## src/design/b64d_pkg.sv

```systemverilog
package b64d_pkg;

  localparam int unsigned CmdDepth = 2;
  localparam int unsigned CmdPtrW  = (CmdDepth > 1) ? $clog2(CmdDepth) : 1;
  localparam int unsigned CmdCntW  = $clog2(CmdDepth + 1);

  localparam logic [7:0] PadChar = 8'h3D;  // '='

  // One queued job for the back end: up to three result transfers.
  typedef struct packed {
    logic [23:0] bytes;        // first byte in the top bits
    logic [1:0]  last_idx;     // number of results minus one
    logic        has_bytes;
    logic        end_mark;     // set on the last result only
    logic        parse_error;
  } b64d_cmd_t;

  // {valid, sextet} for a standard-alphabet character
  function automatic logic [6:0] sextet_of(input logic [7:0] c);
    logic [7:0] v;
    logic       ok;
    v  = 8'd0;
    ok = 1'b1;
    if (c >= 8'h41 && c <= 8'h5A) begin
      v = c - 8'h41;
    end else if (c >= 8'h61 && c <= 8'h7A) begin
      v = c - 8'h61 + 8'd26;
    end else if (c >= 8'h30 && c <= 8'h39) begin
      v = c - 8'h30 + 8'd52;
    end else if (c == 8'h2B) begin
      v = 8'd62;
    end else if (c == 8'h2F) begin
      v = 8'd63;
    end else begin
      ok = 1'b0;
    end
    return {ok, v[5:0]};
  endfunction

endpackage

```

## src/design/b64d_front.sv

```systemverilog
module b64d_front (
  input  logic               clk_i,
  input  logic               rst_ni,
  input  logic               valid_i,
  output logic               ready_o,
  input  logic [7:0]         char_i,
  input  logic               final_i,
  input  logic               full_i,
  output logic               push_o,
  output b64d_pkg::b64d_cmd_t cmd_o
);
  import b64d_pkg::*;

  logic [17:0] accum_q, accum_d;
  logic [1:0]  count_q, count_d;
  logic        pad_q, pad_d;
  logic        ginv_q, ginv_d;
  logic        errl_q, errl_d;

  logic        accept;
  logic [6:0]  sx;
  logic        inv_n;
  logic        err;
  logic        want;
  logic        clear;

  assign ready_o = !full_i;
  assign accept  = valid_i && ready_o;
  assign sx      = sextet_of(char_i);
  assign inv_n   = ginv_q | ~sx[6];

  always_comb begin
    accum_d = accum_q;
    count_d = count_q;
    pad_d   = pad_q;
    ginv_d  = ginv_q;
    errl_d  = errl_q;
    err     = 1'b0;
    want    = 1'b0;
    clear   = 1'b0;
    cmd_o   = '0;

    if (errl_q) begin
      if (final_i) begin
        want              = 1'b1;
        clear             = 1'b1;
        cmd_o.end_mark    = 1'b1;
        cmd_o.parse_error = 1'b1;
      end
    end else begin
      if (char_i == PadChar) begin
        pad_d = 1'b1;
      end else if (pad_q) begin
        err = 1'b1;
      end else if (count_q == 2'd3) begin
        if (inv_n) begin
          err = 1'b1;
        end else begin
          want            = 1'b1;
          cmd_o.bytes     = {accum_q, sx[5:0]};
          cmd_o.last_idx  = 2'd2;
          cmd_o.has_bytes = 1'b1;
        end
        accum_d = '0;
        count_d = 2'd0;
        ginv_d  = 1'b0;
      end else begin
        accum_d = {accum_q[11:0], sx[5:0]};
        count_d = count_q + 2'd1;
        ginv_d  = inv_n;
      end

      // end of string: flush a tail of two or three sextets
      if (!err && final_i && (count_d == 2'd2 || count_d == 2'd3)) begin
        if (ginv_d) begin
          err = 1'b1;
        end else if (count_d == 2'd2) begin
          want            = 1'b1;
          cmd_o.bytes     = {accum_d[11:4], 16'd0};
          cmd_o.last_idx  = 2'd0;
          cmd_o.has_bytes = 1'b1;
        end else begin
          want            = 1'b1;
          cmd_o.bytes     = {accum_d[17:10], accum_d[9:2], 8'd0};
          cmd_o.last_idx  = 2'd1;
          cmd_o.has_bytes = 1'b1;
        end
      end

      if (err) begin
        want              = 1'b1;
        cmd_o             = '0;
        cmd_o.parse_error = 1'b1;
        cmd_o.end_mark    = final_i;
        errl_d            = !final_i;
        clear             = final_i;
      end else if (final_i) begin
        want           = 1'b1;
        clear          = 1'b1;
        cmd_o.end_mark = 1'b1;
      end
    end

    if (clear) begin
      accum_d = '0;
      count_d = 2'd0;
      pad_d   = 1'b0;
      ginv_d  = 1'b0;
      errl_d  = 1'b0;
    end
  end

  assign push_o = accept && want;

  always_ff @(posedge clk_i or negedge rst_ni) begin
    if (!rst_ni) begin
      accum_q <= '0;
      count_q <= 2'd0;
      pad_q   <= 1'b0;
      ginv_q  <= 1'b0;
      errl_q  <= 1'b0;
    end else if (accept) begin
      accum_q <= accum_d;
      count_q <= count_d;
      pad_q   <= pad_d;
      ginv_q  <= ginv_d;
      errl_q  <= errl_d;
    end
  end

endmodule

```

## src/design/b64d_fifo.sv

```systemverilog
module b64d_fifo (
  input  logic                clk_i,
  input  logic                rst_ni,
  input  logic                push_i,
  input  b64d_pkg::b64d_cmd_t cmd_i,
  output logic                full_o,
  input  logic                pop_i,
  output logic                empty_o,
  output b64d_pkg::b64d_cmd_t head_o
);
  import b64d_pkg::*;

  b64d_cmd_t          mem_q [CmdDepth];
  logic [CmdPtrW-1:0] wr_q, rd_q;
  logic [CmdCntW-1:0] cnt_q;
  logic               do_push, do_pop;

  assign full_o  = (cnt_q == CmdCntW'(CmdDepth));
  assign empty_o = (cnt_q == '0);
  assign do_push = push_i && !full_o;
  assign do_pop  = pop_i && !empty_o;
  assign head_o  = mem_q[rd_q];

  always_ff @(posedge clk_i) begin
    if (do_push) begin
      mem_q[wr_q] <= cmd_i;
    end
  end

  always_ff @(posedge clk_i or negedge rst_ni) begin
    if (!rst_ni) begin
      wr_q  <= '0;
      rd_q  <= '0;
      cnt_q <= '0;
    end else begin
      if (do_push) begin
        wr_q <= (wr_q == CmdPtrW'(CmdDepth - 1)) ? '0 : wr_q + 1'b1;
      end
      if (do_pop) begin
        rd_q <= (rd_q == CmdPtrW'(CmdDepth - 1)) ? '0 : rd_q + 1'b1;
      end
      cnt_q <= cnt_q + CmdCntW'(do_push) - CmdCntW'(do_pop);
    end
  end

endmodule

```

## src/design/b64d_back.sv

```systemverilog
module b64d_back (
  input  logic                clk_i,
  input  logic                rst_ni,
  input  logic                empty_i,
  input  b64d_pkg::b64d_cmd_t head_i,
  output logic                pop_o,
  output logic                m_axis_tvalid_o,
  input  logic                m_axis_tready_i,
  output logic [7:0]          m_axis_tdata_o,
  output logic                m_axis_tlast_o,
  output logic [1:0]          m_axis_tuser_o
);
  import b64d_pkg::*;

  logic [1:0] idx_q;
  logic       vld_q;
  logic [7:0] data_q;
  logic       last_q;
  logic [1:0] user_q;
  logic       load;
  logic       at_last;
  logic [7:0] sel;

  assign load    = !empty_i && (!vld_q || m_axis_tready_i);
  assign at_last = (idx_q == head_i.last_idx);
  assign pop_o   = load && at_last;

  always_comb begin
    unique case (idx_q)
      2'd0:    sel = head_i.bytes[23:16];
      2'd1:    sel = head_i.bytes[15:8];
      default: sel = head_i.bytes[7:0];
    endcase
  end

  always_ff @(posedge clk_i or negedge rst_ni) begin
    if (!rst_ni) begin
      idx_q <= 2'd0;
      vld_q <= 1'b0;
    end else begin
      if (load) begin
        idx_q <= at_last ? 2'd0 : idx_q + 2'd1;
        vld_q <= 1'b1;
      end else if (m_axis_tready_i) begin
        vld_q <= 1'b0;
      end
    end
  end

  always_ff @(posedge clk_i) begin
    if (load) begin
      data_q <= sel;
      last_q <= head_i.end_mark && at_last;
      user_q <= {head_i.parse_error, head_i.has_bytes};
    end
  end

  assign m_axis_tvalid_o = vld_q;
  assign m_axis_tdata_o  = data_q;
  assign m_axis_tlast_o  = last_q;
  assign m_axis_tuser_o  = user_q;

  // index never runs past the job it is walking through
  a_idx_in_range: assert property (@(posedge clk_i) disable iff (!rst_ni)
    !empty_i |-> idx_q <= head_i.last_idx)
    else $error("result index beyond job");

  // with no job pending the index sits at the first result
  a_idx_idle: assert property (@(posedge clk_i) disable iff (!rst_ni)
    empty_i |-> idx_q == 2'd0)
    else $error("stale result index");

  // a transfer without a byte carries zero data
  a_zero_data: assert property (@(posedge clk_i) disable iff (!rst_ni)
    (vld_q && !user_q[0]) |-> data_q == 8'd0)
    else $error("data on a byte-less transfer");

endmodule

```

## src/design/base64_stream_decoder_core.sv

```systemverilog
// Base64 stream decoder, standard alphabet.
// Slave channel: one character per transfer in s_axis_tdata_i, s_axis_tlast_i
// marks the last character of a string. Master channel: one result per
// transfer; tdata is the decoded byte, tuser[0] says it is a real byte,
// tuser[1] flags a parse error, tlast marks the final result of a string.
// Every complete group of four characters gives three byte transfers; at the
// end of a string a tail gives one or two more, or a lone byte-less end
// transfer. An error gives one error transfer, then silence until the end.
// A character's job is written into the job queue at the edge that takes the
// character; the back end then loads it into the output register, from which
// its results leave. Throughput: one character per cycle, and one result per
// cycle while the sink is ready; the front end only waits while the two-entry
// job queue is full, which happens when the sink stalls or a group's three
// results are closely followed by more jobs.
// Reset clears the group state, the queue and the output valid at once.
// A stalled sink holds the current result steady; the queue absorbs further
// jobs, and once it is full s_axis_tready_o drops until space frees up.
module base64_stream_decoder_core (
  input  logic       clk_i,
  input  logic       rst_ni,
  input  logic       s_axis_tvalid_i,
  output logic       s_axis_tready_o,
  input  logic [7:0] s_axis_tdata_i,   // [7:0] char_in
  input  logic       s_axis_tlast_i,   // is_final
  output logic       m_axis_tvalid_o,
  input  logic       m_axis_tready_i,
  output logic [7:0] m_axis_tdata_o,   // [7:0] data_byte
  output logic       m_axis_tlast_o,   // end_mark
  output logic [1:0] m_axis_tuser_o    // [0] byte_valid, [1] parse_error
);
  import b64d_pkg::*;

  b64d_cmd_t push_cmd, head_cmd;
  logic      push, full, pop, empty;

  // classify characters, keep group state, emit jobs
  b64d_front u_front (
    .clk_i   (clk_i),
    .rst_ni  (rst_ni),
    .valid_i (s_axis_tvalid_i),
    .ready_o (s_axis_tready_o),
    .char_i  (s_axis_tdata_i),
    .final_i (s_axis_tlast_i),
    .full_i  (full),
    .push_o  (push),
    .cmd_o   (push_cmd)
  );

  // short job queue decoupling the two halves
  b64d_fifo u_fifo (
    .clk_i   (clk_i),
    .rst_ni  (rst_ni),
    .push_i  (push),
    .cmd_i   (push_cmd),
    .full_o  (full),
    .pop_i   (pop),
    .empty_o (empty),
    .head_o  (head_cmd)
  );

  // split each job into result transfers
  b64d_back u_back (
    .clk_i           (clk_i),
    .rst_ni          (rst_ni),
    .empty_i         (empty),
    .head_i          (head_cmd),
    .pop_o           (pop),
    .m_axis_tvalid_o (m_axis_tvalid_o),
    .m_axis_tready_i (m_axis_tready_i),
    .m_axis_tdata_o  (m_axis_tdata_o),
    .m_axis_tlast_o  (m_axis_tlast_o),
    .m_axis_tuser_o  (m_axis_tuser_o)
  );

endmodule

```

## config.mk

```make
export PLATFORM = sky130hd
export DESIGN_NAME = base64_stream_decoder_core
export DESIGN_NICKNAME = d
export VERILOG_FILES = /design/src/design/b64d_pkg.sv /design/src/design/b64d_front.sv /design/src/design/b64d_fifo.sv /design/src/design/b64d_back.sv /design/src/design/base64_stream_decoder_core.sv
export SDC_FILE = /design/constraint.sdc
export NUM_CORES = 1
export LEC_CHECK = 0
export BUFFER_PORTS_ARGS = -buffer_cell sky130_fd_sc_hd__buf_2
export CAP_MARGIN = 20
export CORE_MARGIN = 4
export CORE_UTILIZATION = 66
export DETAILED_ROUTE_END_ITERATION = 7
export PLACE_DENSITY = 0.94
export SLEW_MARGIN = 20
export SYNTH_ARGS = -nofsm -noshare
export SYNTH_HDL_FRONTEND = slang
export SYNTH_SLANG_ARGS = --single-unit
```

## constraint.sdc

```tcl
create_clock -name clk_i -period 7.5 [get_ports clk_i]
set_input_delay 0.75 -clock clk_i [delete_from_list [all_inputs] [get_ports clk_i]]
set_output_delay 0.75 -clock clk_i [all_outputs]
set_load 0.05 [all_outputs]
```

==> metrics list <==
* Maximum clock frequency: 311 MHz
- Post-Syn Nets: 416
* Worst-case headroom to the max-slew limit: 0.357
- Counting every instance in the synthesized netlist gives 389.
* Worst supply voltage drop on vdd: 0.000262 V
* # Max-Cap Violations: 0
* Syn avg cell area: 12.4 sq um
* Total Neg Setup Slack: 0 ns
* CP peak stage delay: 0.68 ns
* Estimated wirelength of the detail-placed design: 7.16 mm
- Sequential share of the synthesized area: 0.585
- For the pin with the worst max-slew slack, the measured transition is 0.961 ns.
- Total number of placement rows: 30
- For this run, design rule violations remaining after detail routing come to 0.
* Async set-reset flop share out of synthesis: 0.303
- Commonest register cell after synthesis: edfxtp_1
- Yosys printed 0 warnings.
- Post-cts sizing count: 0
- Via count of the first global-routing pass: 3,365
* Number of clock sinks seen by CTS: 99
* CP startpoint: s_axis_tdata_i[0]
- Top cells by area, synth: edfxtp_1 (43%), dfrtp_1 (16%), a22o_1 (6.7%), ha_1 (3.6%), nand2_1 (1.9%)
- Clock-pin slew was measured on the worst setup and hold paths at 0.09 ns.
- The worst setup path is of the in2reg kind.
* Layout net count: 441
- Summing all non-filler instances in the final layout gives an area of 0.00520 sq mm.
- Die Y-Extent: 93.5 um
- For this design the static power due to leakage is 2.04 nW.
- Cts bufs inserted: 9
- The total area inside the core boundary comes to 0.00694 sq mm.
- For this run, the total global-route usage over all layers was measured as 0.253.
* Ranking of synthesized cells by instance count: edfxtp_1 (69), a22o_1 (37), dfrtp_1 (30)
- The number of antenna violations at the first check in global routing was 0.
* Buffers added on ports: 25
- For this run, the share of the core covered by cells in the final layout is 0.749.
* Overall die width: 93.5 um
- Share of post-route cells with drive strength above 1: 0.150
- Total Routed Length: 10.3 mm
* Critical Path, Cell by Cell: buf_2, inv_1, ha_1, nor2b_1, o211a_1, or4b_1, nand2_4, a31o_1, nor3b_4, a22o_1
* Number of vias per cell after detailed routing: 6.68
- The floorplan step defined a die boundary enclosing 0.00874 sq mm.
- Data on the critical path is required at its endpoint by 7.72 ns.
* Dominant cell type by area after synthesis: edfxtp_1
* Clock skew: 0.0159 ns
- Final ANT Viol Nets: 0
* Portion of the clock cycle consumed by the worst path in the final layout: 0.429
- STA classifies the critical path startpoint as a primary input.
* Global route total overflow: 0
* I/O pins: 26
* CP Capture Type: flip-flop
- CTS tree: done
- Number of buffers inserted to repair setup after CTS: 0
- Buffers inserted to repair hold after CTS numbered 0.
- Number of storage elements in the synthesis netlist: 99
- Critical-path maximum fanout: 9
- The repair_antennas step left the layout with diodes totalling 0.
- The run finished with clean final reports.
- After detailed placement, the total cell area comes to 0.00503 sq mm.
- Setup violations remaining at the end of the flow were counted as 0.
- Number of distinct library cells after synthesis: 64
- The initial utilization of the core area, before any placement, comes to 0.695.
- H-tree Lvls: 3
- Number of hold violations in the final report: 0
- Entering global routing, the biggest net connects 31 pins.
- For the worst setup path, the data arrival time is 3.44 ns.
* Minimum clock period after layout: 3.22 ns
- Cell with the biggest individual delay on the critical path: or4b_1
* Setup repair after global routing missed its margin: false
- Among all cell types in the netlist, the one instantiated most often is edfxtp_1.
- Slew Limit Fails: 0
- Via Count: 3,440
* Reg2reg start: u_front.count_q[0]
- Hold Path Class: in2async
- Area of the mapped netlist: 0.00482 sq mm
- Count of flip-flops with a built-in enable after synthesis: 69
- Overall power consumption: 1.76 mW
* Power density over the cells: 339 mW/mm^2
* Number of violations reported at the end of detailed-routing iteration 0: 391
- Routability-driven placement finished with a final weighted congestion of 0.919.
* Maximum count of clock buffers along a single path: 2
- The root buffer cell chosen for the clock tree is clkbuf_8.
- Wire length of the first global-routing pass: 16.9 mm
* Post-synthesis to final-layout area growth: 7.78%
- The first detailed-routing pass ran for 5 iterations.
- At the later pin of the worst-skew pair, clock insertion delay measures 0.37 ns.
- Area fraction of the dominant cell type after synthesis: 0.429
- After detailed routing, the average wire length per cell comes to 20.0 um.
final timing paths:
| check | to | slack (ns) | depth (start not counted) |
|---|---|---|---|
| min in group clk_i | u_back.m_axis_tvalid_o | 0.50 | 2 |
| setup / recovery | u_fifo.mem_q[0][18] | 4.28 | 10 |
| hold / removal | u_back.m_axis_tvalid_o | 0.41 | 1 |
| max in group asynchronous | u_front.accum_q[5] | 6.64 | 1 |
| hold reg to reg | u_back.m_axis_tvalid_o | 0.50 | 2 |
| setup reg to reg | u_fifo.mem_q[0][21] | 4.74 | 7 |
logic make-up (layout without fill, tap and decap cells):
kind of cell,after synthesis,after routing,share of synthesized area
fa+ha+maj,14,14,0.0363
buf+inv,36,66,0.0335
simple gates,94,94,0.108
compound gates,126,126,0.197
xor+xnor,9,9,0.0163
mux,11,11,0.0239
flops,99,99,0.585
area by class of cell:
cell class,instances,area [sq um]
sequential,99,2820
multi-input combinational,254,1840
fill,435,1740
timing repair buffer,32,178
clock buffer,11,131
tap,96,120
inverter,18,67.6
clock inverter,5,37.5
per-layer routing:
metal,global-route usage,share of wire
met1,0.323,0.40
met2,0.433,0.52
met3,0.0563,0.074
met4,0.0757,0.011
met5,0,0
layout by cell type (no fill, tap or decap), types with 2 or more instances in the layout:
master	n
a211oi_1	11
a21oi_1	15
a221oi_1	2
a22o_1	37
a22o_2	2
a22oi_1	7
a2bb2oi_1	2
a31oi_1	10
a32o_1	2
and2_1	6
and2b_1	4
and3_1	4
buf_2	25
buf_4	7
clkbuf_1	2
clkbuf_8	9
clkinvlp_4	2
dfrtp_1	30
edfxtp_1	69
ha_1	14
inv_1	18
inv_6	2
mux2_2	4
mux2i_1	7
nand2_1	24
nand2b_1	3
nand3_1	5
nand4_1	2
nor2_1	19
nor2_2	2
nor2b_1	2
nor3_1	8
nor4_1	2
o211a_1	2
o21a_1	2
o21ai_0	17
o22ai_1	2
o2bb2ai_1	2
or3_1	2
xnor2_1	8
flip-flops by register name, indices dropped and copies added (netlist names):
name	cells
u_front.pad_q	1
u_back.m_axis_tvalid_o	1
u_front.accum_q	18
u_back.m_axis_tuser_o	2
u_back.m_axis_tlast_o	1
u_fifo.rd_q	1
u_front.count_q	2
u_fifo.wr_q	1
u_front.errl_q	1
u_fifo.cnt_q	2
u_back.idx_q	2
u_fifo.mem_q	58
u_back.m_axis_tdata_o	8
u_front.ginv_q	1
critical path, delay by kind of cell:
family,cells,cell delay [ns]
buffers and inverters,2,0.26
adder cells (fa/ha/maj),1,0.25
AND/OR/NAND/NOR,4,1.40
AO/OA/AOI/OAI,3,0.78
power breakdown:
part | internal, mW | total (mW) | leakage, nW | switching [mW]
combinational | 0.203 | 0.660 | 0.914 | 0.456
sequential | 0.728 | 0.799 | 1.05 | 0.0711
clock | 0.123 | 0.302 | 0.0803 | 0.179
per-stage QoR:
stage | setup slack [ns] | hold WS [ns] | instances
2_1_floorplan | 4.03 | 0.454 | 389
3_3_place_gp | 4.03 | 0.467 | 499
5_1_grt | 4.14 | 0.439 | 515
3_5_place_dp | 3.94 | 0.482 | 499
6_report | 4.28 | 0.406 | 515
4_1_cts | 4.31 | 0.425 | 515
Power figures use the tool's default switching activity.
